===== src/rtl/core/bcbb_pkg.sv =====
// Shared constants and types of the border crop bounding box unit.
`default_nettype none

package bcbb_pkg;

  // Fixed field widths of the streams and the register port.
  localparam int PIXEL_W   = 32;
  localparam int COORD_W   = 13;
  localparam int CFG_W     = 13;
  localparam int COUNT_W   = 3;
  localparam int MARGIN_W  = 7;
  localparam int REG_IDX_W = 3;
  localparam int RESULT_W  = 4 * COORD_W + 1;
  localparam int OUT_TDATA_W = ((RESULT_W + 7) / 8) * 8;

  // Frame size limit and the number of 8-bit components that may be compared.
  localparam int MAX_DIMENSION_DEF = 4096;
  localparam int MAX_COMPONENTS    = 4;
  localparam int PIXEL_BYTES       = PIXEL_W / 8;
  localparam int COMP_LIMIT = (MAX_COMPONENTS < PIXEL_BYTES) ? MAX_COMPONENTS : PIXEL_BYTES;

  // Register reset values.
  localparam logic [CFG_W-1:0]    FRAME_WIDTH_RST  = CFG_W'(640);
  localparam logic [CFG_W-1:0]    FRAME_HEIGHT_RST = CFG_W'(480);
  localparam logic [COUNT_W-1:0]  COMP_COUNT_RST   = COUNT_W'(3);
  localparam logic [MARGIN_W-1:0] MARGIN_RST       = '0;

  // Register indexes on the write port.
  typedef enum logic [REG_IDX_W-1:0] {
    REG_FRAME_WIDTH     = 3'd0,
    REG_FRAME_HEIGHT    = 3'd1,
    REG_COMPONENT_COUNT = 3'd2,
    REG_X_MARGIN        = 3'd3,
    REG_Y_MARGIN        = 3'd4
  } reg_index_t;

  // Current register contents.
  typedef struct packed {
    logic [CFG_W-1:0]    frame_width;
    logic [CFG_W-1:0]    frame_height;
    logic [COUNT_W-1:0]  component_count;
    logic [MARGIN_W-1:0] x_margin;
    logic [MARGIN_W-1:0] y_margin;
  } cfg_t;

  // One crop result, content_found uppermost so that the pack matches tdata.
  typedef struct packed {
    logic                      content_found;
    logic        [COORD_W-1:0] crop_height;
    logic        [COORD_W-1:0] crop_width;
    logic signed [COORD_W-1:0] crop_top;
    logic signed [COORD_W-1:0] crop_left;
  } result_t;

endpackage

`default_nettype wire


===== src/rtl/core/bcbb_tracker.sv =====
// Frame position counters, background reference and content extent tracking.
`default_nettype none

module bcbb_tracker
  import bcbb_pkg::*;
#(
  parameter int MAX_DIMENSION = MAX_DIMENSION_DEF
) (
  input  wire logic                clk,
  input  wire logic                rst,
  input  wire logic                advance,
  input  wire logic [PIXEL_W-1:0]  pixel,
  input  wire cfg_t                cfg,
  output logic                     frame_end,
  output result_t                  result
);

  localparam int DIM_W = $clog2(MAX_DIMENSION);
  localparam int CMP_W = (DIM_W + 1 > CFG_W) ? DIM_W + 1 : CFG_W;
  localparam logic [CMP_W-1:0] DIM_MAX = CMP_W'(MAX_DIMENSION);
  localparam logic [CMP_W-1:0] DIM_ONE = CMP_W'(1);

  logic [DIM_W-1:0]   column_counter, row_counter;
  logic [DIM_W-1:0]   min_column, max_column, min_row, max_row;
  logic               any_content;
  logic [PIXEL_W-1:0] reference_pixel;

  logic [CMP_W-1:0]   width_eff, height_eff, fw_ext, fh_ext;
  logic               last_col, last_row, first_pixel, differs;
  logic [COUNT_W-1:0] comp_eff;
  logic [PIXEL_W-1:0] cmp_mask, ref_eff;
  logic [DIM_W-1:0]   min_col_upd, max_col_upd, min_row_upd, max_row_upd;
  logic               any_upd;
  logic [COORD_W-1:0] span_col, span_row;

  // Clamp the frame size and find the end of the row and of the frame.
  always_comb begin
    fw_ext = CMP_W'(cfg.frame_width);
    fh_ext = CMP_W'(cfg.frame_height);
    if (fw_ext == '0) begin
      width_eff = DIM_ONE;
    end else if (fw_ext > DIM_MAX) begin
      width_eff = DIM_MAX;
    end else begin
      width_eff = fw_ext;
    end
    if (fh_ext == '0) begin
      height_eff = DIM_ONE;
    end else if (fh_ext > DIM_MAX) begin
      height_eff = DIM_MAX;
    end else begin
      height_eff = fh_ext;
    end
    last_col  = CMP_W'(column_counter) >= (width_eff - DIM_ONE);
    last_row  = CMP_W'(row_counter) >= (height_eff - DIM_ONE);
    frame_end = last_col && last_row;
  end

  // Byte mask of the compared components, low bytes first.
  always_comb begin
    if (cfg.component_count == '0) begin
      comp_eff = COUNT_W'(1);
    end else if (cfg.component_count > COUNT_W'(COMP_LIMIT)) begin
      comp_eff = COUNT_W'(COMP_LIMIT);
    end else begin
      comp_eff = cfg.component_count;
    end
    for (int k = 0; k < PIXEL_BYTES; k++) begin
      cmp_mask[8*k +: 8] = (COUNT_W'(k) < comp_eff) ? 8'hFF : 8'h00;
    end
  end

  // Compare with the background; the first pixel of a frame is its own reference.
  always_comb begin
    first_pixel = (column_counter == '0) && (row_counter == '0);
    ref_eff     = first_pixel ? pixel : reference_pixel;
    differs     = ((pixel ^ ref_eff) & cmp_mask) != '0;
  end

  // Extent including the current pixel.
  always_comb begin
    min_col_upd = min_column;
    max_col_upd = max_column;
    min_row_upd = min_row;
    max_row_upd = max_row;
    any_upd     = any_content;
    if (differs) begin
      any_upd = 1'b1;
      if (!any_content) begin
        min_col_upd = column_counter;
        max_col_upd = column_counter;
        min_row_upd = row_counter;
        max_row_upd = row_counter;
      end else begin
        if (column_counter < min_column) min_col_upd = column_counter;
        if (column_counter > max_column) max_col_upd = column_counter;
        if (row_counter < min_row) min_row_upd = row_counter;
        if (row_counter > max_row) max_row_upd = row_counter;
      end
    end
  end

  // Crop window widened by the margins, all zero for an empty frame.
  always_comb begin
    span_col = COORD_W'(max_col_upd) - COORD_W'(min_col_upd) + COORD_W'(1);
    span_row = COORD_W'(max_row_upd) - COORD_W'(min_row_upd) + COORD_W'(1);
    result   = '0;
    if (any_upd) begin
      result.crop_left     = COORD_W'(min_col_upd) - COORD_W'(cfg.x_margin);
      result.crop_top      = COORD_W'(min_row_upd) - COORD_W'(cfg.y_margin);
      result.crop_width    = span_col + COORD_W'({cfg.x_margin, 1'b0});
      result.crop_height   = span_row + COORD_W'({cfg.y_margin, 1'b0});
      result.content_found = 1'b1;
    end
  end

  // Tracking state: cleared at the end of each frame.
  always_ff @(posedge clk) begin
    if (rst) begin
      column_counter <= '0;
      row_counter    <= '0;
      min_column     <= '1;
      max_column     <= '0;
      min_row        <= '1;
      max_row        <= '0;
      any_content    <= 1'b0;
    end else if (advance) begin
      if (frame_end) begin
        column_counter <= '0;
        row_counter    <= '0;
        min_column     <= '1;
        max_column     <= '0;
        min_row        <= '1;
        max_row        <= '0;
        any_content    <= 1'b0;
      end else begin
        min_column  <= min_col_upd;
        max_column  <= max_col_upd;
        min_row     <= min_row_upd;
        max_row     <= max_row_upd;
        any_content <= any_upd;
        if (last_col) begin
          column_counter <= '0;
          row_counter    <= row_counter + DIM_W'(1);
        end else begin
          column_counter <= column_counter + DIM_W'(1);
        end
      end
    end
  end

  // Background reference, taken from the first pixel of each frame.
  always_ff @(posedge clk) begin
    if (advance && first_pixel) begin
      reference_pixel <= pixel;
    end
  end

endmodule

`default_nettype wire


===== src/rtl/core/border_crop_bounding_box_unit.sv =====
// Top level of the border crop bounding box unit.
//
//  Channel | Signals                       | Direction | Content
//  --------+-------------------------------+-----------+--------------------------------
//  s_      | s_tvalid s_tready s_tdata[31:0] | in      | one pixel per transaction
//  m_      | m_tvalid m_tready m_tdata[55:0] | out     | one crop result per frame
//  cfg_    | cfg_wen cfg_index cfg_wdata     | in      | register writes, no read-back
//
// One pixel is taken per clock. A pixel waits in the input register and is counted and
// compared when it moves on; the result of a frame is loaded into the output register
// as its last pixel moves on. Only a result still waiting in the output register holds
// the input back, and only when the held pixel ends a frame. Synchronous reset loads
// the register reset values and clears the valid flags, position counters and extent.
`default_nettype none

module border_crop_bounding_box_unit
  import bcbb_pkg::*;
#(
  parameter int MAX_DIMENSION = MAX_DIMENSION_DEF
) (
  input  wire logic                   clk,
  input  wire logic                   rst,
  // Pixel stream.
  input  wire logic                   s_tvalid,
  output logic                        s_tready,
  input  wire logic [PIXEL_W-1:0]     s_tdata,   // pixel_value[31:0]
  // Result stream.
  output logic                        m_tvalid,
  input  wire logic                   m_tready,
  output logic [OUT_TDATA_W-1:0]      m_tdata,   // crop_left[12:0], crop_top[25:13],
                                                 // crop_width[38:26], crop_height[51:39],
                                                 // content_found[52], zero[55:53]
  // Register write port.
  input  wire logic                   cfg_wen,
  input  wire logic [REG_IDX_W-1:0]   cfg_index,
  input  wire logic [CFG_W-1:0]       cfg_wdata
);

  cfg_t               cfg;
  logic               in_valid;
  logic [PIXEL_W-1:0] in_pixel;
  logic               frame_end, out_free, advance;
  result_t            result;

  // Register writes.
  always_ff @(posedge clk) begin
    if (rst) begin
      cfg.frame_width     <= FRAME_WIDTH_RST;
      cfg.frame_height    <= FRAME_HEIGHT_RST;
      cfg.component_count <= COMP_COUNT_RST;
      cfg.x_margin        <= MARGIN_RST;
      cfg.y_margin        <= MARGIN_RST;
    end else if (cfg_wen) begin
      unique case (reg_index_t'(cfg_index))
        REG_FRAME_WIDTH:     cfg.frame_width     <= cfg_wdata;
        REG_FRAME_HEIGHT:    cfg.frame_height    <= cfg_wdata;
        REG_COMPONENT_COUNT: cfg.component_count <= cfg_wdata[COUNT_W-1:0];
        REG_X_MARGIN:        cfg.x_margin        <= cfg_wdata[MARGIN_W-1:0];
        REG_Y_MARGIN:        cfg.y_margin        <= cfg_wdata[MARGIN_W-1:0];
        default: ;
      endcase
    end
  end

  // The held pixel moves on unless it ends a frame and the result slot is taken.
  always_comb begin
    out_free = !m_tvalid || m_tready;
    advance  = in_valid && (!frame_end || out_free);
    s_tready = !in_valid || advance;
  end

  // Input register.
  always_ff @(posedge clk) begin
    if (rst) begin
      in_valid <= 1'b0;
    end else if (s_tready) begin
      in_valid <= s_tvalid;
    end
  end

  always_ff @(posedge clk) begin
    if (s_tready && s_tvalid) begin
      in_pixel <= s_tdata;
    end
  end

  bcbb_tracker #(
    .MAX_DIMENSION (MAX_DIMENSION)
  ) u_tracker (
    .clk       (clk),
    .rst       (rst),
    .advance   (advance),
    .pixel     (in_pixel),
    .cfg       (cfg),
    .frame_end (frame_end),
    .result    (result)
  );

  // Output register: loaded by the last pixel of a frame.
  always_ff @(posedge clk) begin
    if (rst) begin
      m_tvalid <= 1'b0;
    end else if (advance && frame_end) begin
      m_tvalid <= 1'b1;
    end else if (m_tready) begin
      m_tvalid <= 1'b0;
    end
  end

  always_ff @(posedge clk) begin
    if (advance && frame_end) begin
      m_tdata <= OUT_TDATA_W'(result);
    end
  end

endmodule

`default_nettype wire


===== config.mk =====
export PLATFORM = sky130hd
export DESIGN_NAME = border_crop_bounding_box_unit
export DESIGN_NICKNAME = d
export VERILOG_FILES = /design/src/rtl/core/bcbb_pkg.sv /design/src/rtl/core/bcbb_tracker.sv /design/src/rtl/core/border_crop_bounding_box_unit.sv
export SDC_FILE = /design/constraint.sdc
export NUM_CORES = 1
export LEC_CHECK = 0
export BUFFER_PORTS_ARGS = -buffer_cell sky130_fd_sc_hd__buf_2
export CAP_MARGIN = 10
export CORE_ASPECT_RATIO = 0.75
export CORE_MARGIN = 8
export CORE_UTILIZATION = 45
export CTS_CLUSTER_DIAMETER = 80
export CTS_CLUSTER_SIZE = 10
export DETAILED_ROUTE_END_ITERATION = 10
export PLACE_DENSITY_LB_ADDON = 0.12
export SLEW_MARGIN = 25
export SYNTH_ARGS = -nofsm -noshare
export SYNTH_HDL_FRONTEND = slang
export SYNTH_SLANG_ARGS = --single-unit

===== constraint.sdc =====
create_clock -name clk -period 13.23 [get_ports clk]
set_input_delay 0.6615 -clock clk [delete_from_list [all_inputs] [get_ports clk]]
set_output_delay 0.6615 -clock clk [all_outputs]
set_load 0.005 [all_outputs]

* Yosys cells after proc, flatten, opt, wreduce, memory -nomap -nowiden
Index checks and enable logic that the tools add are counted.
** Cells by class
- Add/sub/neg operators :: 12
- Magnitude comparators :: 13
- Equality and inequality tests :: 4
- Muxes and demuxes :: 36
- Bitwise gates (word level) :: 2
- Reductions and logical operators :: 27
** Operators by type and width (number)
- two-way mux 12 bit :: 20
- two-way mux 53 bit :: 1
- two-way mux 13 bit :: 4
- AND 32 bit :: 1
- two-way mux 32 bit :: 1
- two-way mux 8 bit :: 4
- nonzero test 32 bit :: 1
- XOR 32 bit :: 1
- adder 13 x 1 -> 13 bit, second input constant :: 2
- adder 13 x 8 -> 13 bit :: 2
- greater-or-equal comparator 12 x 13 -> 1 bit :: 2
- > comparator 13 bit, second input constant :: 2
- logical NOT 13 bit :: 2
- subtractor 12 x 12 -> 13 bit :: 2
- subtractor 12 x 7 -> 13 bit :: 2
- subtractor 13 x 1 -> 13 bit, second input constant :: 2
- adder 12 x 1 -> 12 bit, second input constant :: 2
- > comparator 12 bit :: 2
- logical NOT 12 bit :: 2
- < comparator 12 bit :: 2
- AND reduction 2 bit :: 6
- == test 3 x 2 -> 1 bit, second input constant :: 2
- logical AND 1 bit :: 6
- logical NOT 3 bit :: 2
- other kinds (10) :: 21
** Storage, ports and cells
- Flip-flop bits (word level) :: 235
- Bits of input ports :: 53
- Output and inout bits :: 58

* Depth between registers and ports, before layout
Gate-level depths: netlist (run 1).
- Word-level depth :: 12
- Depth in mapped cells :: 23
- Mapped depth without buffers :: 21

* Hierarchy
From an unflattened synthesis (run 1), not the netlist that was laid out.
** Unflattened totals
- Cells, all modules :: 1472
- Area total of the unflattened synthesis :: 14325.0 µm²
** By module, submodules not included
- bcbb_tracker :: instances 1, cells an instance 1203, area an instance 9874.5 µm², sequential area each 2422.3 µm²
- border_crop_bounding_box_unit :: instances 1, cells an instance 269, area an instance 4450.5 µm², sequential area each 3453.3 µm²

* Least setup slack after synthesis (run 1)
Ideal clock, no wire load.
- Path kind :: reg-to-reg
- From :: register cfg[36] (netlist name)
- To :: register u_tracker.reference_pixel[0], enable pin
- Setup time :: 0.501 ns
- Arrival :: 7.012 ns
- Required time :: 12.729 ns
- Path slack :: 5.717 ns
- Cell stages (with the launch flop) :: 20
- Path buffers :: 4
- Period minus slack after synthesis :: 7.513 ns
- Path through :: dfxtp_1 > buf_6 > or3_4 > or4_4 > nor3_1 > o21ai_0 > ha_1 > clkbuf_1 > and2_1 > a31oi_1 > o21ai_0 > ha_1 > a2111o_1 > nor2_1 > o221ai_1 > or2b_2 > o31ai_2 > buf_2 > buf_2 > nor4_1
** Between the ends
- Cells in the longest elaborated chain, start to end :: 10
** RTL lines
- > comparator 13 bit :: line bcbb_tracker.sv:42 : end else if (fw_ext > DIM_MAX) begin
- two-way mux 13 bit :: line bcbb_tracker.sv:42
- two-way mux 13 bit (*) :: line bcbb_tracker.sv:40 : if (fw_ext == '0) begin
- subtractor 13 x 1 -> 13 bit (*) :: line bcbb_tracker.sv:54 : last_col = CMP_W'(column_counter) >= (width_eff - DIM_ONE);
- greater-or-equal comparator 12 x 13 -> 1 bit (*) :: line bcbb_tracker.sv:54
- logical AND 1 bit (*) :: line bcbb_tracker.sv:56 : frame_end = last_col && last_row;
- logical NOT 1 bit (*) :: line border_crop_bounding_box_unit.sv:68 : advance = in_valid && (!frame_end || out_free);
- logical OR 1 bit (*) :: line border_crop_bounding_box_unit.sv:68
- logical AND 1 bit (*) :: line border_crop_bounding_box_unit.sv:68
- logical AND 1 bit (*) :: line bcbb_tracker.sv:154 : if (advance && first_pixel) begin
- to (signal assigned) :: line bcbb_tracker.sv:155 : reference_pixel <= pixel;
- to (decl) :: line bcbb_tracker.sv:26 : logic [PIXEL_W-1:0] reference_pixel;
Mark *: on every way between the ends. The rest lies on a longest branch, timed or not.
A chain may end at the register's enable or synchronous reset.

* Worst setup path in the final report (run 1)
- From :: register u_tracker.row_counter[10]
- To :: register m_tdata[51] (data pin)
** Between the ends
- Cells in the longest elaborated chain, start to end :: 10
** RTL lines
- from (decl) :: line bcbb_tracker.sv:23 : logic [DIM_W-1:0] column_counter, row_counter;
- from (signal assigned) :: line bcbb_tracker.sv:144 : row_counter <= row_counter + DIM_W'(1);
- logical NOT 12 bit :: line bcbb_tracker.sv:75 : first_pixel = (column_counter == '0) && (row_counter == '0);
- logical AND 1 bit :: line bcbb_tracker.sv:75
- two-way mux 32 bit :: line bcbb_tracker.sv:76 : ref_eff = first_pixel ? pixel : reference_pixel;
- XOR 32 bit :: line bcbb_tracker.sv:77 : differs = ((pixel ^ ref_eff) & cmp_mask) != '0;
- AND 32 bit :: line bcbb_tracker.sv:77
- nonzero test 32 bit :: line bcbb_tracker.sv:77
- two-way mux 12 bit :: line bcbb_tracker.sv:87 : if (differs) begin
- subtractor 12 x 12 -> 13 bit :: line bcbb_tracker.sv:106 : span_row = COORD_W'(max_row_upd) - COORD_W'(min_row_upd) + COORD_W'(1);
- adder 13 x 1 -> 13 bit :: line bcbb_tracker.sv:106
- adder 13 x 8 -> 13 bit :: line bcbb_tracker.sv:112 : result.crop_height = span_row + COORD_W'({cfg.y_margin, 1'b0});
- to (signal assigned) :: line border_crop_bounding_box_unit.sv:112 : m_tdata <= OUT_TDATA_W'(result);
- to (decl) :: line border_crop_bounding_box_unit.sv:30 : output logic [OUT_TDATA_W-1:0] m_tdata,
Parallel ways exist; a longest one is shown, timed or not.

==> out/qor_table.md, run 1 <==
| Result | This run | Unit |
| --- | --- | --- |
| Top flip-flop cell by instance count after synthesis | sky130_fd_sc_hd__dfxtp_1 | - |
| Final antenna diode count | 0 | - |
| Worst setup margin | 7500 | ps |
| Die width | 218 | µm |
| Top-area cell type share of the netlist area | 25.4 | % |
| Post-synthesis instance area | 13800 | µm² |
| Via count of the first global-routing pass | 10100 | - |
| Final instance area | 15500 | µm² |
| Dominant delay contributor by cell family on the critical path | compound AO/OA/AOI/OAI gates | - |
| Initial drt markers | 868 | - |
| Max Clock Freq | 175 | MHz |
| Initial antenna violation count | 1 | - |
| CP Data Required Time | 13510 | ps |
| Per-instance average area after synthesis | 9.66 | µm² |
| Met1 track demand over resource | 29.3 | % |
| Clock Root Buffer | sky130_fd_sc_hd__clkbuf_16 | - |
| Library cell contributing the largest single delay on the critical path | sky130_fd_sc_hd__mux2i_1 | - |
| Pre-Repair DR Iteration Count | 7 | - |
| Synth Warn # | 0 | - |
| WL per Instance | 18.5 | µm |
| Logic gate share of total power | 13.2 | % |
| Port Buffers | 107 | - |
| Cell chain of the critical path | ha_1, a21o_1, a21oi_1, nor4bb_1, o21ai_0, a31oi_2, buf_4, mux2i_1, ha_1, inv_1, fa_1, a21o_1, a21o_1, a21o_1, a21o_1, a21oi_1, o211ai_1, a21oi_1, xnor2_1, nor2_1 | - |
| EDFF count, synth | 117 | - |
| Setup TNS | 0 | ps |
| Standard-cell rows | 55 | - |
| Critical path class | flop to flop | - |
| Leakage dissipation | 6.53 | nW |
| Skew-Pair Late Insertion Delay | 560 | ps |
| Number of distinct library cells after synthesis | 72 | - |
| Post-route core utilization | 51.4 | % |
| Count of final max-slew check failures | 0 | - |
| Clock sinks | 235 | - |
| Launching element type of the critical path | flop | - |
| GR Layer Usage met2 | 26.1 | % |
| Power per cell area | 110 | nW/µm² |
| Core area | 30200 | µm² |
| TritonCTS clock tree | built | - |
| Critical path's most frequent cell | sky130_fd_sc_hd__a21o_1 | - |
| Estimated wirelength of the detail-placed design | 26.1 | mm |
| Total Routing Usage GR | 18.9 | % |
| Net count of the finished layout | 1711 | - |
| Hold violation total from the final report | 0 | - |
| Final estimated routing congestion in global placement | 0.881 | - |
| Sum of overflow across all layers after global routing | 0 | - |
| Setup repair after global routing missed its margin | no | - |
| Power share of the sequential group | 47.3 | % |
| Post-CTS Resized | 0 | - |
| Layout overhead on the synthesized area | 12.3 | % |
| Max_cap viols | 0 | - |
| Wire length of the first global-routing pass | 55.9 | mm |
| Cells after synthesis | 1432 | - |
| Post-detailed-route count of antenna-violating nets | 0 | - |
| Worst-case clock skew | 20.9 | ps |
| I/O pins | 111 | - |
| Rel. slew slack | 37.9 | % |
| Maximum number of pins on one net before global-route repair | 68 | - |
| Die Y | 168 | µm |
| Post-detailed-route DRC marker count | 0 | - |
| Crit-path max FO | 32 | - |
| # Post-CTS Setup Buffers | 0 | - |
| Share of cells above drive strength 1 | 12.3 | % |
| WL final | 35.7 | mm |
| Tightest Pin Transition | 906 | ps |
| Int Pwr | 0.00126 | W |
| Critical Path Sink Type | flop | - |
| Most congested layer reported by global routing | met1 | - |
| Class of the tightest hold or removal check | input port to flop | - |
| Number of levels the H-tree was split into | 1 | - |
| Yosys top cell by area | sky130_fd_sc_hd__edfxtp_1 | - |
| Run status | completed | - |
| Total vias in the final route | 10600 | - |
| Slowest stage delay, CP | 810 | ps |
| Share of the yosys chip area belonging to registers | 42.5 | % |
| CTS clk-pin slew, worst paths | 60 | ps |
| Number of flip-flops and latches in the synthesized netlist | 235 | - |
| Met3 usage in global routing | 4.23 | % |
| Fraction of registers with async set/reset | 0 | % |
| Pre-CTS worst setup slack | 7650 | ps |
| Fin Hold WS | 275 | ps |
| Fraction of the cycle the final worst path needs | 43.3 | % |
| Worst supply voltage drop on vdd | 90.5 | µV |
| Clock buffers created by TritonCTS | 27 | - |
| Setup-failing EPs final | 0 | - |
| Clock share of power | 39.4 | % |
| Count of hold-fix buffers inserted at cts | 0 | - |
| Initial standard-cell utilization of the core | 45.8 | % |
| Arrival time reported for the critical path endpoint | 6000 | ps |
| Top post-synthesis cells by area | sky130_fd_sc_hd__edfxtp_1 25%, sky130_fd_sc_hd__dfxtp_1 17%, sky130_fd_sc_hd__ha_1 11% | - |
| Longest Clk Path Bufs | 3 | - |
| Power spent charging and discharging nets | 0.000445 | W |
| Routed via count divided by cell count | 5.50 | - |
| Placed instance area | 14800 | µm² |
| Buffering stage count on the worst path with inverters included | 2 | - |
| Period minus WS final | 5730 | ps |
| Floorplan die area | 36700 | µm² |
| Switching part of the total power | 26.1 | % |
==> stage by stage <==
| stage | cells | total power, W |
|---|---|---|
| global placement | 1887 | 0.00104 |
| detailed placement | 1888 | 0.00105 |
| CTS | 1932 | 0.00172 |
| global route | 1932 | 0.00178 |
| floorplan | 1434 | 0.000981 |
| finish | 1932 | 0.00170 |
==> layout make-up <==
type,count,area (µm²)
Clock buffer,42,732
Clock inverter,2,26.3
Fill cell,2859,14700
Inverter,105,394
Multi-Input combinational cell,1029,7350
Sequential cell,235,5880
Tap cell,399,499
Timing Repair Buffer,120,653
==> worst reg2reg max path: stages (launching register included) <==
cell and delay, ps:
sky130_fd_sc_hd__dfxtp_1 760, sky130_fd_sc_hd__ha_1 370, sky130_fd_sc_hd__a21o_1 160, sky130_fd_sc_hd__a21oi_1 160
sky130_fd_sc_hd__nor4bb_1 200, sky130_fd_sc_hd__o21ai_0 160, sky130_fd_sc_hd__a31oi_2 180, sky130_fd_sc_hd__buf_4 360
sky130_fd_sc_hd__mux2i_1 810, sky130_fd_sc_hd__ha_1 240, sky130_fd_sc_hd__inv_1 70, sky130_fd_sc_hd__fa_1 460
sky130_fd_sc_hd__a21o_1 180, sky130_fd_sc_hd__a21o_1 190, sky130_fd_sc_hd__a21o_1 180, sky130_fd_sc_hd__a21o_1 190
sky130_fd_sc_hd__a21oi_1 270, sky130_fd_sc_hd__o211ai_1 140, sky130_fd_sc_hd__a21oi_1 190, sky130_fd_sc_hd__xnor2_1 140
sky130_fd_sc_hd__nor2_1 50
==> flip-flops by register name, summed over array words and instances (netlist names) <==
signal / cells
u_tracker.column_counter: 12
in_valid: 1
u_tracker.row_counter: 12
m_tdata: 53
u_tracker.min_column: 12
in_pixel: 32
u_tracker.max_row: 12
u_tracker.max_column: 12
u_tracker.min_row: 12
m_tvalid: 1
u_tracker.reference_pixel: 32
cfg: 43
u_tracker.any_content: 1
==> placed cells by master (no fill, tap or decap), drive strengths merged, types with 26 or more instances in the layout <==
master and n:
nand3 32, nand2 103, ha 124, dfxtp 118, a21oi 109, o21ai 45
buf 120, inv 106, nor2 133, edfxtp 117, mux2i 26, nor3 38
xnor2 68, a21o 32, clkbuf 42, nand4 28
==> kinds of logic (layout without fill, tap and decap cells) <==
logic type      Yosys count  in the layout  synth area share (%)
compound gates          313            313                  14.7
other cells               1              3                0.0271
fa+ha+maj               140            140                  13.5
buf+inv                 170            269                  4.84
mux                      47             47                  3.59
xor+xnor                 81             81                  5.13
flops                   235            235                  42.5
simple gates            445            445                  15.7
==> power groups by stage <==
stage                     sequential [W]  clock [W]  combinational (W)
after global placement          0.000821          0           0.000221
final                           0.000806   0.000671           0.000225
after CTS                       0.000806   0.000691           0.000226
after detailed placement        0.000821          0           0.000225
after global routing            0.000808   0.000718           0.000253
after floorplan                 0.000817          0           0.000164
==> path summary, 6_finish.rpt <==
check	start	endpoint	slack, ps	cells past startpoint
max reg2reg	u_tracker.row_counter[10]$_SDFFE_PP0P_	m_tdata[51]$_SDFFCE_PN0P_	7500	20
max	u_tracker.row_counter[10]$_SDFFE_PP0P_	m_tdata[51]$_SDFFCE_PN0P_	7500	20
min reg2reg	u_tracker.max_row[1]$_SDFFE_PP0P_	u_tracker.max_row[1]$_SDFFE_PP0P_	460	2
min	s_tdata[24]	in_pixel[24]$_DFFE_PP_	280	1
==> routing by layer <==
metal  routed length, µm  vias up
met5                   0        -
met4                 648        0
met2               13800      303
met1               18400     4968
met3                2770       40
li1                    -     5321
==> Yosys cell counts (32+ instances only) <==
cell type                    n
sky130_fd_sc_hd__a21o_1     32
sky130_fd_sc_hd__a21oi_1   109
sky130_fd_sc_hd__clkbuf_1   48
sky130_fd_sc_hd__dfxtp_1   118
sky130_fd_sc_hd__edfxtp_1  117
sky130_fd_sc_hd__ha_1      124
sky130_fd_sc_hd__inv_1     104
sky130_fd_sc_hd__nand2_1   103
sky130_fd_sc_hd__nand3_1    32
sky130_fd_sc_hd__nor2_1    133
sky130_fd_sc_hd__nor3_1     38
sky130_fd_sc_hd__o21ai_0    44
sky130_fd_sc_hd__xnor2_1    68
No activity file was read; power rests on OpenSTA's default activity.
==> inputs of run 2 (changes only) <==
==> constraint.sdc (replaced) <==
create_clock -name clk -period 5.5 [get_ports clk]
set_input_delay 0.275 -clock clk [delete_from_list [all_inputs] [get_ports clk]]
set_output_delay 0.275 -clock clk [all_outputs]
set_load 0.005 [all_outputs]
==> out/qor_table.md, run 2 (synthesis results as in run 1) <==
| Result | This run | Unit | Change |
| --- | --- | --- | --- |
| Run status | completed | - | unchanged |
| Total Routing Usage GR | 19.6 | % | was 18.9% |
| Number of levels the H-tree was split into | 1 | - | unchanged |
| Register-to-register path setup slack | 320 | ps | was 7500 ps |
| Largest regs | m_tdata (53), cfg (43) | - | unchanged |
| Longest Clk Path Bufs | 3 | - | unchanged |
| Flip-flop count of the largest register, all copies and words added | 53 | - | unchanged |
| CTS clk-pin slew, worst paths | 60 | ps | about the same |
| Power per cell area | 254 | nW/µm² | was 110 nW/µm² |
| Leakage dissipation | 6.92 | nW | was 6.53 nW |
| Routed via count divided by cell count | 5.44 | - | was 5.50 |
| Port Buffers | 107 | - | unchanged |
| Rel. slew slack | 41.4 | % | was 37.9% |
| Most common cell after layout, fill and taps aside | sky130_fd_sc_hd__nor2_1 | - | unchanged |
| Period minus WS final | 5180 | ps | was 5730 ps |
| Final estimated routing congestion in global placement | 0.861 | - | was 0.881 |
| TritonCTS clock tree | built | - | unchanged |
| Switching part of the total power | 25.9 | % | was 26.1% |
| Power share of the sequential group | 46.9 | % | was 47.3% |
| Sum of overflow across all layers after global routing | 0 | - | unchanged |
| Setup-failing EPs final | 0 | - | unchanged |
| Fin Hold WS | 83.7 | ps | was 275 ps |
| Core area | 30200 | µm² | unchanged |
| Net count of the finished layout | 1792 | - | was 1711 |
| Setup repair after global routing missed its margin | no | - | unchanged |
| Worst supply voltage drop on vdd | 220 | µV | was 90.5 µV |
| Initial standard-cell utilization of the core | 45.8 | % | unchanged |
| Standard-cell rows | 55 | - | unchanged |
| Skew-Pair Late Insertion Delay | 550 | ps | was 560 ps |
| Floorplan die area | 36700 | µm² | unchanged |
| Path depth of the worst reg2reg path | 17 | - | was 20 |
| Setup TNS | 0 | ps | unchanged |
| Endpoint of the most critical setup path | m_tdata[38]$_SDFFCE_PN0P_ | - | was m_tdata[51]$_SDFFCE_PN0P_ |
| Hold violation total from the final report | 0 | - | unchanged |
| Clock share of power | 38.7 | % | was 39.4% |
| Arrival time reported for the critical path endpoint | 5470 | ps | was 6000 ps |
| Worst r2r src | u_tracker.row_counter[7]$_SDFFE_PP0P_ | - | was u_tracker.row_counter[10]$_SDFFE_PP0P_ |
| Die width | 218 | µm | unchanged |
| Layout overhead on the synthesized area | 17.5 | % | was 12.3% |
| Maximum number of pins on one net before global-route repair | 68 | - | unchanged |
| WL per Instance | 18.2 | µm | was 18.5 µm |
| I/O pins | 111 | - | unchanged |
| Final std cells w/o fill | 2014 | - | was 1932 |
| Fill count | 2767 | - | was 2859 |
| Initial drt markers | 874 | - | was 868 |
| Power spent charging and discharging nets | 0.00107 | W | was 0.000445 W |
| Post-detailed-route count of antenna-violating nets | 0 | - | unchanged |
| Fraction of the cycle the final worst path needs | 94.2 | % | was 43.3% |
| Max Clock Freq | 193 | MHz | was 175 MHz |
| Class of the tightest hold or removal check | input port to flop | - | unchanged |
| Final antenna diode count | 0 | - | unchanged |
| Critical Path Sink Type | flop | - | unchanged |
| Worst-case clock skew | 24.9 | ps | was 20.9 ps |
| Crit-path max FO | 10 | - | was 32 |
| Count of final max-slew check failures | 0 | - | unchanged |
| Launching element type of the critical path | flop | - | unchanged |
| Wire length of the first global-routing pass | 58.1 | mm | was 55.9 mm |
| CP Data Required Time | 5790 | ps | was 13510 ps |
| Pre-Repair DR Iteration Count | 5 | - | was 7 |
| WL final | 36.6 | mm | was 35.7 mm |
| Clock sinks | 235 | - | unchanged |
| Share of cells above drive strength 1 | 14.4 | % | was 12.3% |
| Clock buffers created by TritonCTS | 27 | - | unchanged |
| Critical path class | flop to flop | - | unchanged |
| Commonest cells after routing, fill and taps aside | 132 x sky130_fd_sc_hd__nor2_1, 124 x sky130_fd_sc_hd__ha_1, 118 x sky130_fd_sc_hd__dfxtp_1 | - | unchanged |
| Int Pwr | 0.00306 | W | was 0.00126 W |
| Post-detailed-route DRC marker count | 0 | - | unchanged |
| Worst Setup SP | u_tracker.row_counter[7]$_SDFFE_PP0P_ | - | was u_tracker.row_counter[10]$_SDFFE_PP0P_ |
| Max_cap viols | 0 | - | unchanged |
| Die Y | 168 | µm | unchanged |
| Estimated wirelength of the detail-placed design | 27.3 | mm | was 26.1 mm |
| Tightest Pin Transition | 871 | ps | was 906 ps |
| Logic gate share of total power | 14.4 | % | was 13.2% |
| Via count of the first global-routing pass | 10400 | - | was 10100 |
| Initial antenna violation count | 0 | - | was 1 |
| Total vias in the final route | 11000 | - | was 10600 |
| Instance count after placement with tap cells included | 1930 | - | was 1888 |
| Worst r2r dst | m_tdata[38]$_SDFFCE_PN0P_ | - | was m_tdata[51]$_SDFFCE_PN0P_ |
| Clock Root Buffer | sky130_fd_sc_hd__clkbuf_16 | - | unchanged |
| Register ranked first by flip-flop count | m_tdata | - | unchanged |
-- run 2: changes by cell type in the layout (fill, tap and decap cells not counted), sizes merged --
cell and delta:
buf +43, clkbuf +2, dlygate4sd3 +38, inv -1
-- run 2: through the flow --
stage	util (%)	setup slack [ps]	power, W	instance area, µm²
6_report	53.8	320	0.00413	16300
4_1_cts	53.7	64.5	0.00418	16200
3_5_place_dp	50.0	140	0.00255	15100
5_1_grt	53.8	63.4	0.00432	16300
2_1_floorplan	-	-23.5	0.00236	13900
3_3_place_gp	50.0	183	0.00254	15100
-- run 2: per-layer routing --
metal  wire length [µm]  global-route usage (%)  part of all wire, %  vias up
met5                  0                       0                    0        -
met1              18200                    29.4                   50     5091
met2              14600                    27.3                   40      309
li1                   -                       -                    -     5507
met3               3090                    5.68                  8.4       53
met4                782                    4.61                  2.1        0
-- run 2: layout make-up --
| type | instances | area (µm²) | share of cell area, % |
|---|---|---|---|
| clock buffer | 44 | 739 | 4.55 |
| clock inverter | 1 | 6.26 | 0.0385 |
| inverter | 105 | 394 | 2.42 |
| multi-input combinational | 1029 | 7380 | 45.4 |
| sequential | 235 | 5880 | 36.1 |
| tap | 399 | 499 | 3.07 |
| timing repair buffer | 201 | 1360 | 8.37 |
-- run 2: what timing repair did --
action,4_1_cts,5_1_grt
setup buffers,0,1
resized for setup,0,3
hold endpoints to repair,44,0
setup endpoints to repair,0,82
hold buffers,38,0
-- run 2: worst min path at each step --
| stage | slack (ps) | cells past startpoint | startpoint | endpoint |
|---|---|---|---|---|
| global route | 80 | 3 | cfg_wdata[3] | cfg[20]$_SDFFE_PP0P_ |
| finish | 80 | 3 | s_tvalid | in_valid$_SDFFE_PP0P_ |
| detailed placement | 450 | 2 | u_tracker.max_row[1]$_SDFFE_PP0P_ | u_tracker.max_row[1]$_SDFFE_PP0P_ |
| floorplan | 370 | 0 | s_tdata[0] | in_pixel[0]$_DFFE_PP_ |
| global placement | 450 | 2 | u_tracker.max_row[1]$_SDFFE_PP0P_ | u_tracker.max_row[1]$_SDFFE_PP0P_ |
| CTS | 50 | 3 | s_tvalid | in_valid$_SDFFE_PP0P_ |
-- run 2: power by group through the flow --
| stage | clock network, W | logic, W | registers [W] |
|---|---|---|---|
| 2_1_floorplan | 0 | 0.000397 | 0.00196 |
| 3_3_place_gp | 0 | 0.000567 | 0.00197 |
| 3_5_place_dp | 0 | 0.000571 | 0.00197 |
| 4_1_cts | 0.00165 | 0.000595 | 0.00194 |
| 5_1_grt | 0.00171 | 0.000665 | 0.00194 |
| 6_report | 0.00160 | 0.000597 | 0.00194 |
-- run 2: critical path, stage by stage (launching register included) --
cell and delay [ps]:
sky130_fd_sc_hd__dfxtp_1 460, sky130_fd_sc_hd__or3_1 560, sky130_fd_sc_hd__or3_1 390, sky130_fd_sc_hd__or2_1 340, sky130_fd_sc_hd__nand2_1 220, sky130_fd_sc_hd__a31oi_4 90
sky130_fd_sc_hd__a21oi_1 400, sky130_fd_sc_hd__fa_1 490, sky130_fd_sc_hd__ha_1 360, sky130_fd_sc_hd__a21o_1 190, sky130_fd_sc_hd__a21o_1 190, sky130_fd_sc_hd__a21o_1 170
sky130_fd_sc_hd__a21o_1 200, sky130_fd_sc_hd__a21oi_1 290, sky130_fd_sc_hd__o211ai_1 160, sky130_fd_sc_hd__a21oi_1 200, sky130_fd_sc_hd__xnor2_1 150, sky130_fd_sc_hd__nor2_1 50
==> inputs of run 3 (changes only) <==
--- a/config.mk
+++ b/config.mk
@@ -5,6 +5,7 @@
 export SDC_FILE = /design/constraint.sdc
 export NUM_CORES = 1
 export LEC_CHECK = 0
+export ABC_AREA = 1
 export BUFFER_PORTS_ARGS = -buffer_cell sky130_fd_sc_hd__buf_2
 export CAP_MARGIN = 10
 export CORE_ASPECT_RATIO = 0.75
==> out/qor_table.md, run 3 <==
| Result | This run | Unit | Change |
| --- | --- | --- | --- |
| Run status | completed | - | unchanged |
| Leakage dissipation | 7.36 | nW | was 6.92 nW |
| Top-area cell type share of the netlist area | 24.6 | % | was 25.4% |
| Post-synthesis instance area | 14300 | µm² | was 13800 µm² |
| Commonest cells in the synthesized netlist | 421 x sky130_fd_sc_hd__nand2_1, 213 x sky130_fd_sc_hd__inv_1, 157 x sky130_fd_sc_hd__nor2_1 | - | was 133 x sky130_fd_sc_hd__nor2_1, 124 x sky130_fd_sc_hd__ha_1, 118 x sky130_fd_sc_hd__dfxtp_1 |
| Port Buffers | 107 | - | unchanged |
| Skew-Pair Late Insertion Delay | 540 | ps | was 550 ps |
| Setup repair after global routing missed its margin | no | - | unchanged |
| Number of distinct library cells after synthesis | 46 | - | was 72 |
| Fraction of the cycle the final worst path needs | 89.8 | % | was 94.2% |
| Share of cells above drive strength 1 | 9.53 | % | was 14.4% |
| Fraction of registers with async set/reset | 0 | % | unchanged |
| Clock sinks | 235 | - | unchanged |
| Initial standard-cell utilization of the core | 45.7 | % | was 45.8% |
| Share of the yosys chip area belonging to registers | 41.2 | % | was 42.5% |
| Clock buffers created by TritonCTS | 27 | - | unchanged |
| Commonest cells after routing, fill and taps aside | 421 x sky130_fd_sc_hd__nand2_1, 212 x sky130_fd_sc_hd__inv_1, 155 x sky130_fd_sc_hd__nor2_1 | - | was 132 x sky130_fd_sc_hd__nor2_1, 124 x sky130_fd_sc_hd__ha_1, 118 x sky130_fd_sc_hd__dfxtp_1 |
| Launching element type of the critical path | flop | - | unchanged |
| Clock Root Buffer | sky130_fd_sc_hd__clkbuf_16 | - | unchanged |
| Post-detailed-route DRC marker count | 0 | - | unchanged |
| Routed via count divided by cell count | 5.21 | - | was 5.44 |
| Top flip-flop cell by instance count after synthesis | sky130_fd_sc_hd__dfxtp_1 | - | unchanged |
| Placed instance area | 15200 | µm² | was 15100 µm² |
| Via count of the first global-routing pass | 11400 | - | was 10400 |
| Pre-Repair DR Iteration Count | 6 | - | was 5 |
| Layout overhead on the synthesized area | 14.3 | % | was 17.5% |
| Synth Warn # | 0 | - | unchanged |
| CP Data Required Time | 5790 | ps | about the same |
| Tightest Pin Transition | 819 | ps | was 871 ps |
| # Post-CTS Setup Buffers | 0 | - | unchanged |
| I/O pins | 111 | - | unchanged |
| Most common cell after layout, fill and taps aside | sky130_fd_sc_hd__nand2_1 | - | was sky130_fd_sc_hd__nor2_1 |
| Count of hold-fix buffers inserted at cts | 37 | - | was 38 |
| Largest regs | m_tdata (53), cfg (43) | - | unchanged |
| Setup-failing EPs final | 0 | - | unchanged |
| Per-instance average area after synthesis | 8.02 | µm² | was 9.66 µm² |
| Number of flip-flops and latches in the synthesized netlist | 235 | - | unchanged |
| Final estimated routing congestion in global placement | 0.903 | - | was 0.861 |
| WL final | 38.9 | mm | was 36.6 mm |
| Register ranked first by flip-flop count | m_tdata | - | unchanged |
| Initial drt markers | 951 | - | was 874 |
| Number of levels the H-tree was split into | 1 | - | unchanged |
| Hold violation total from the final report | 0 | - | unchanged |
| Initial antenna violation count | 3 | - | was 0 |
| Final std cells w/o fill | 2337 | - | was 2014 |
| Floorplan die area | 37700 | µm² | was 36700 µm² |
| Post-CTS Resized | 0 | - | unchanged |
| TritonCTS clock tree | built | - | unchanged |
| Max Clock Freq | 203 | MHz | was 193 MHz |
| Setup TNS | 0 | ps | unchanged |
| Standard-cell rows | 56 | - | was 55 |
| Crit-path max FO | 22 | - | was 10 |
| Count of final max-slew check failures | 0 | - | unchanged |
| Class of the tightest hold or removal check | input port to flop | - | unchanged |
| Longest Clk Path Bufs | 3 | - | unchanged |
| EDFF count, synth | 117 | - | unchanged |
| Die Y | 170 | µm | was 168 µm |
| Instance count after placement with tap cells included | 2256 | - | was 1930 |
| WL per Instance | 16.7 | µm | was 18.2 µm |
| Leading cell type by number of instances after synthesis | sky130_fd_sc_hd__nand2_1 | - | was sky130_fd_sc_hd__nor2_1 |
| Final instance area | 16300 | µm² | about the same |
| Total Routing Usage GR | 20.3 | % | was 19.6% |
| Core area | 31300 | µm² | was 30200 µm² |
| Net count of the finished layout | 2109 | - | was 1792 |
| Max_cap viols | 0 | - | unchanged |
| CTS clk-pin slew, worst paths | 60 | ps | about the same |
| Arrival time reported for the critical path endpoint | 5230 | ps | was 5470 ps |
| Wire length of the first global-routing pass | 62.0 | mm | was 58.1 mm |
| Fill count | 3017 | - | was 2767 |
| Yosys top cell by area | sky130_fd_sc_hd__edfxtp_1 | - | unchanged |
| Flip-flop count of the largest register, all copies and words added | 53 | - | unchanged |
| Estimated wirelength of the detail-placed design | 28.9 | mm | was 27.3 mm |
| Worst-case clock skew | 22.9 | ps | was 24.9 ps |
| Rel. slew slack | 45.0 | % | was 41.4% |
| Post-detailed-route count of antenna-violating nets | 0 | - | unchanged |
| Critical Path Sink Type | flop | - | unchanged |
| Top post-synthesis cells by area | sky130_fd_sc_hd__edfxtp_1 25%, sky130_fd_sc_hd__dfxtp_1 17%, sky130_fd_sc_hd__nand2_1 11% | - | was sky130_fd_sc_hd__edfxtp_1 25%, sky130_fd_sc_hd__dfxtp_1 17%, sky130_fd_sc_hd__ha_1 11% |
| Total vias in the final route | 12200 | - | was 11000 |
| Sum of overflow across all layers after global routing | 0 | - | unchanged |
| Worst supply voltage drop on vdd | 287 | µV | was 220 µV |
| Critical path class | flop to flop | - | unchanged |
| Power per cell area | 266 | nW/µm² | was 254 nW/µm² |
| Cells after synthesis | 1779 | - | was 1432 |
| Period minus WS final | 4940 | ps | was 5180 ps |
| Maximum number of pins on one net before global-route repair | 69 | - | was 68 |
| Die width | 222 | µm | was 218 µm |
-- run 3: kinds of logic (layout without fill, tap and decap cells) --
group / count (synthesis) / after routing / share of synthesized area (%)
flops: 235 / 235 / 41.2
other cells: 1 / 4 / 0.0263
fa+ha+maj: 140 / 140 / 13.1
buf+inv: 275 / 424 / 7.63
xor+xnor: 62 / 62 / 3.81
simple gates: 753 / 753 / 22.3
compound gates: 313 / 313 / 11.9
-- run 3: critical path: stages (launching register included) --
cell and delay, ps:
sky130_fd_sc_hd__dfxtp_1 430, sky130_fd_sc_hd__inv_1 190, sky130_fd_sc_hd__ha_1 230, sky130_fd_sc_hd__nand4_1 90, sky130_fd_sc_hd__nor2_1 50, sky130_fd_sc_hd__nand2_1 90, sky130_fd_sc_hd__nor2_1 80, sky130_fd_sc_hd__a21oi_2 280
sky130_fd_sc_hd__nand2_1 510, sky130_fd_sc_hd__o21ai_0 620, sky130_fd_sc_hd__fa_1 510, sky130_fd_sc_hd__ha_1 350, sky130_fd_sc_hd__nand2_1 80, sky130_fd_sc_hd__inv_1 50, sky130_fd_sc_hd__o21ai_0 130, sky130_fd_sc_hd__and2_1 160
sky130_fd_sc_hd__inv_1 50, sky130_fd_sc_hd__a21oi_1 180, sky130_fd_sc_hd__o21ai_0 130, sky130_fd_sc_hd__nand2_1 80, sky130_fd_sc_hd__inv_1 50, sky130_fd_sc_hd__nor2_1 80, sky130_fd_sc_hd__o21bai_1 80, sky130_fd_sc_hd__o21ai_0 140
sky130_fd_sc_hd__a21oi_1 50
-- run 3: stage by stage --
step           setup slack, ps  hold WS [ps]  utilization (%)  power, W
2_1_floorplan              623           374                -   0.00252
3_3_place_gp               732           431             48.6   0.00273
3_5_place_dp               560           445             48.6   0.00274
4_1_cts                    542          36.9             52.2   0.00437
5_1_grt                   5.27          65.2             52.2   0.00455
6_report                   564          65.9             52.2   0.00434
-- run 3: path summary, 6_finish.rpt --
kind                                       startpoint                                 endpoint  slack, ps  depth (start not counted)
max          u_tracker.column_counter[1]$_SDFFE_PP0P_                m_tdata[51]$_SDFFCE_PN0P_        560                         24
min                                     cfg_wdata[12]                     cfg[29]$_SDFFE_PP0P_         70                          3
max reg2reg  u_tracker.column_counter[1]$_SDFFE_PP0P_                m_tdata[51]$_SDFFCE_PN0P_        560                         24
min reg2reg                    in_pixel[11]$_DFFE_PP_  u_tracker.reference_pixel[11]$_DFFE_PP_        450                          0
-- run 3: cell type report --
class | count | area [µm²] | share of cell area [%]
inverter | 222 | 833 | 5.11
clock inverter | 1 | 6.26 | 0.0384
tap | 406 | 508 | 3.12
antenna | 1 | 2.50 | 0.0153
clock buffer | 42 | 732 | 4.49
timing repair buffer | 159 | 1030 | 6.32
sequential | 235 | 5880 | 36.0
multi-input combinational | 1271 | 7320 | 44.9
-- run 3: metal layers --
layer | routed length (µm) | global-route usage [%]
met5 | 0 | 0
met4 | 796 | 4.89
met1 | 20100 | 31.0
met2 | 15500 | 29.3
met3 | 2520 | 3.51
-- run 3: power breakdown --
part | internal [W] | total [W] | switching, W | leakage (nW)
Sequential | 0.00192 | 0.00196 | 0.0000449 | 2.06
Clock | 0.000901 | 0.00161 | 0.000707 | 0.355
Combinational | 0.000272 | 0.000766 | 0.000494 | 4.95
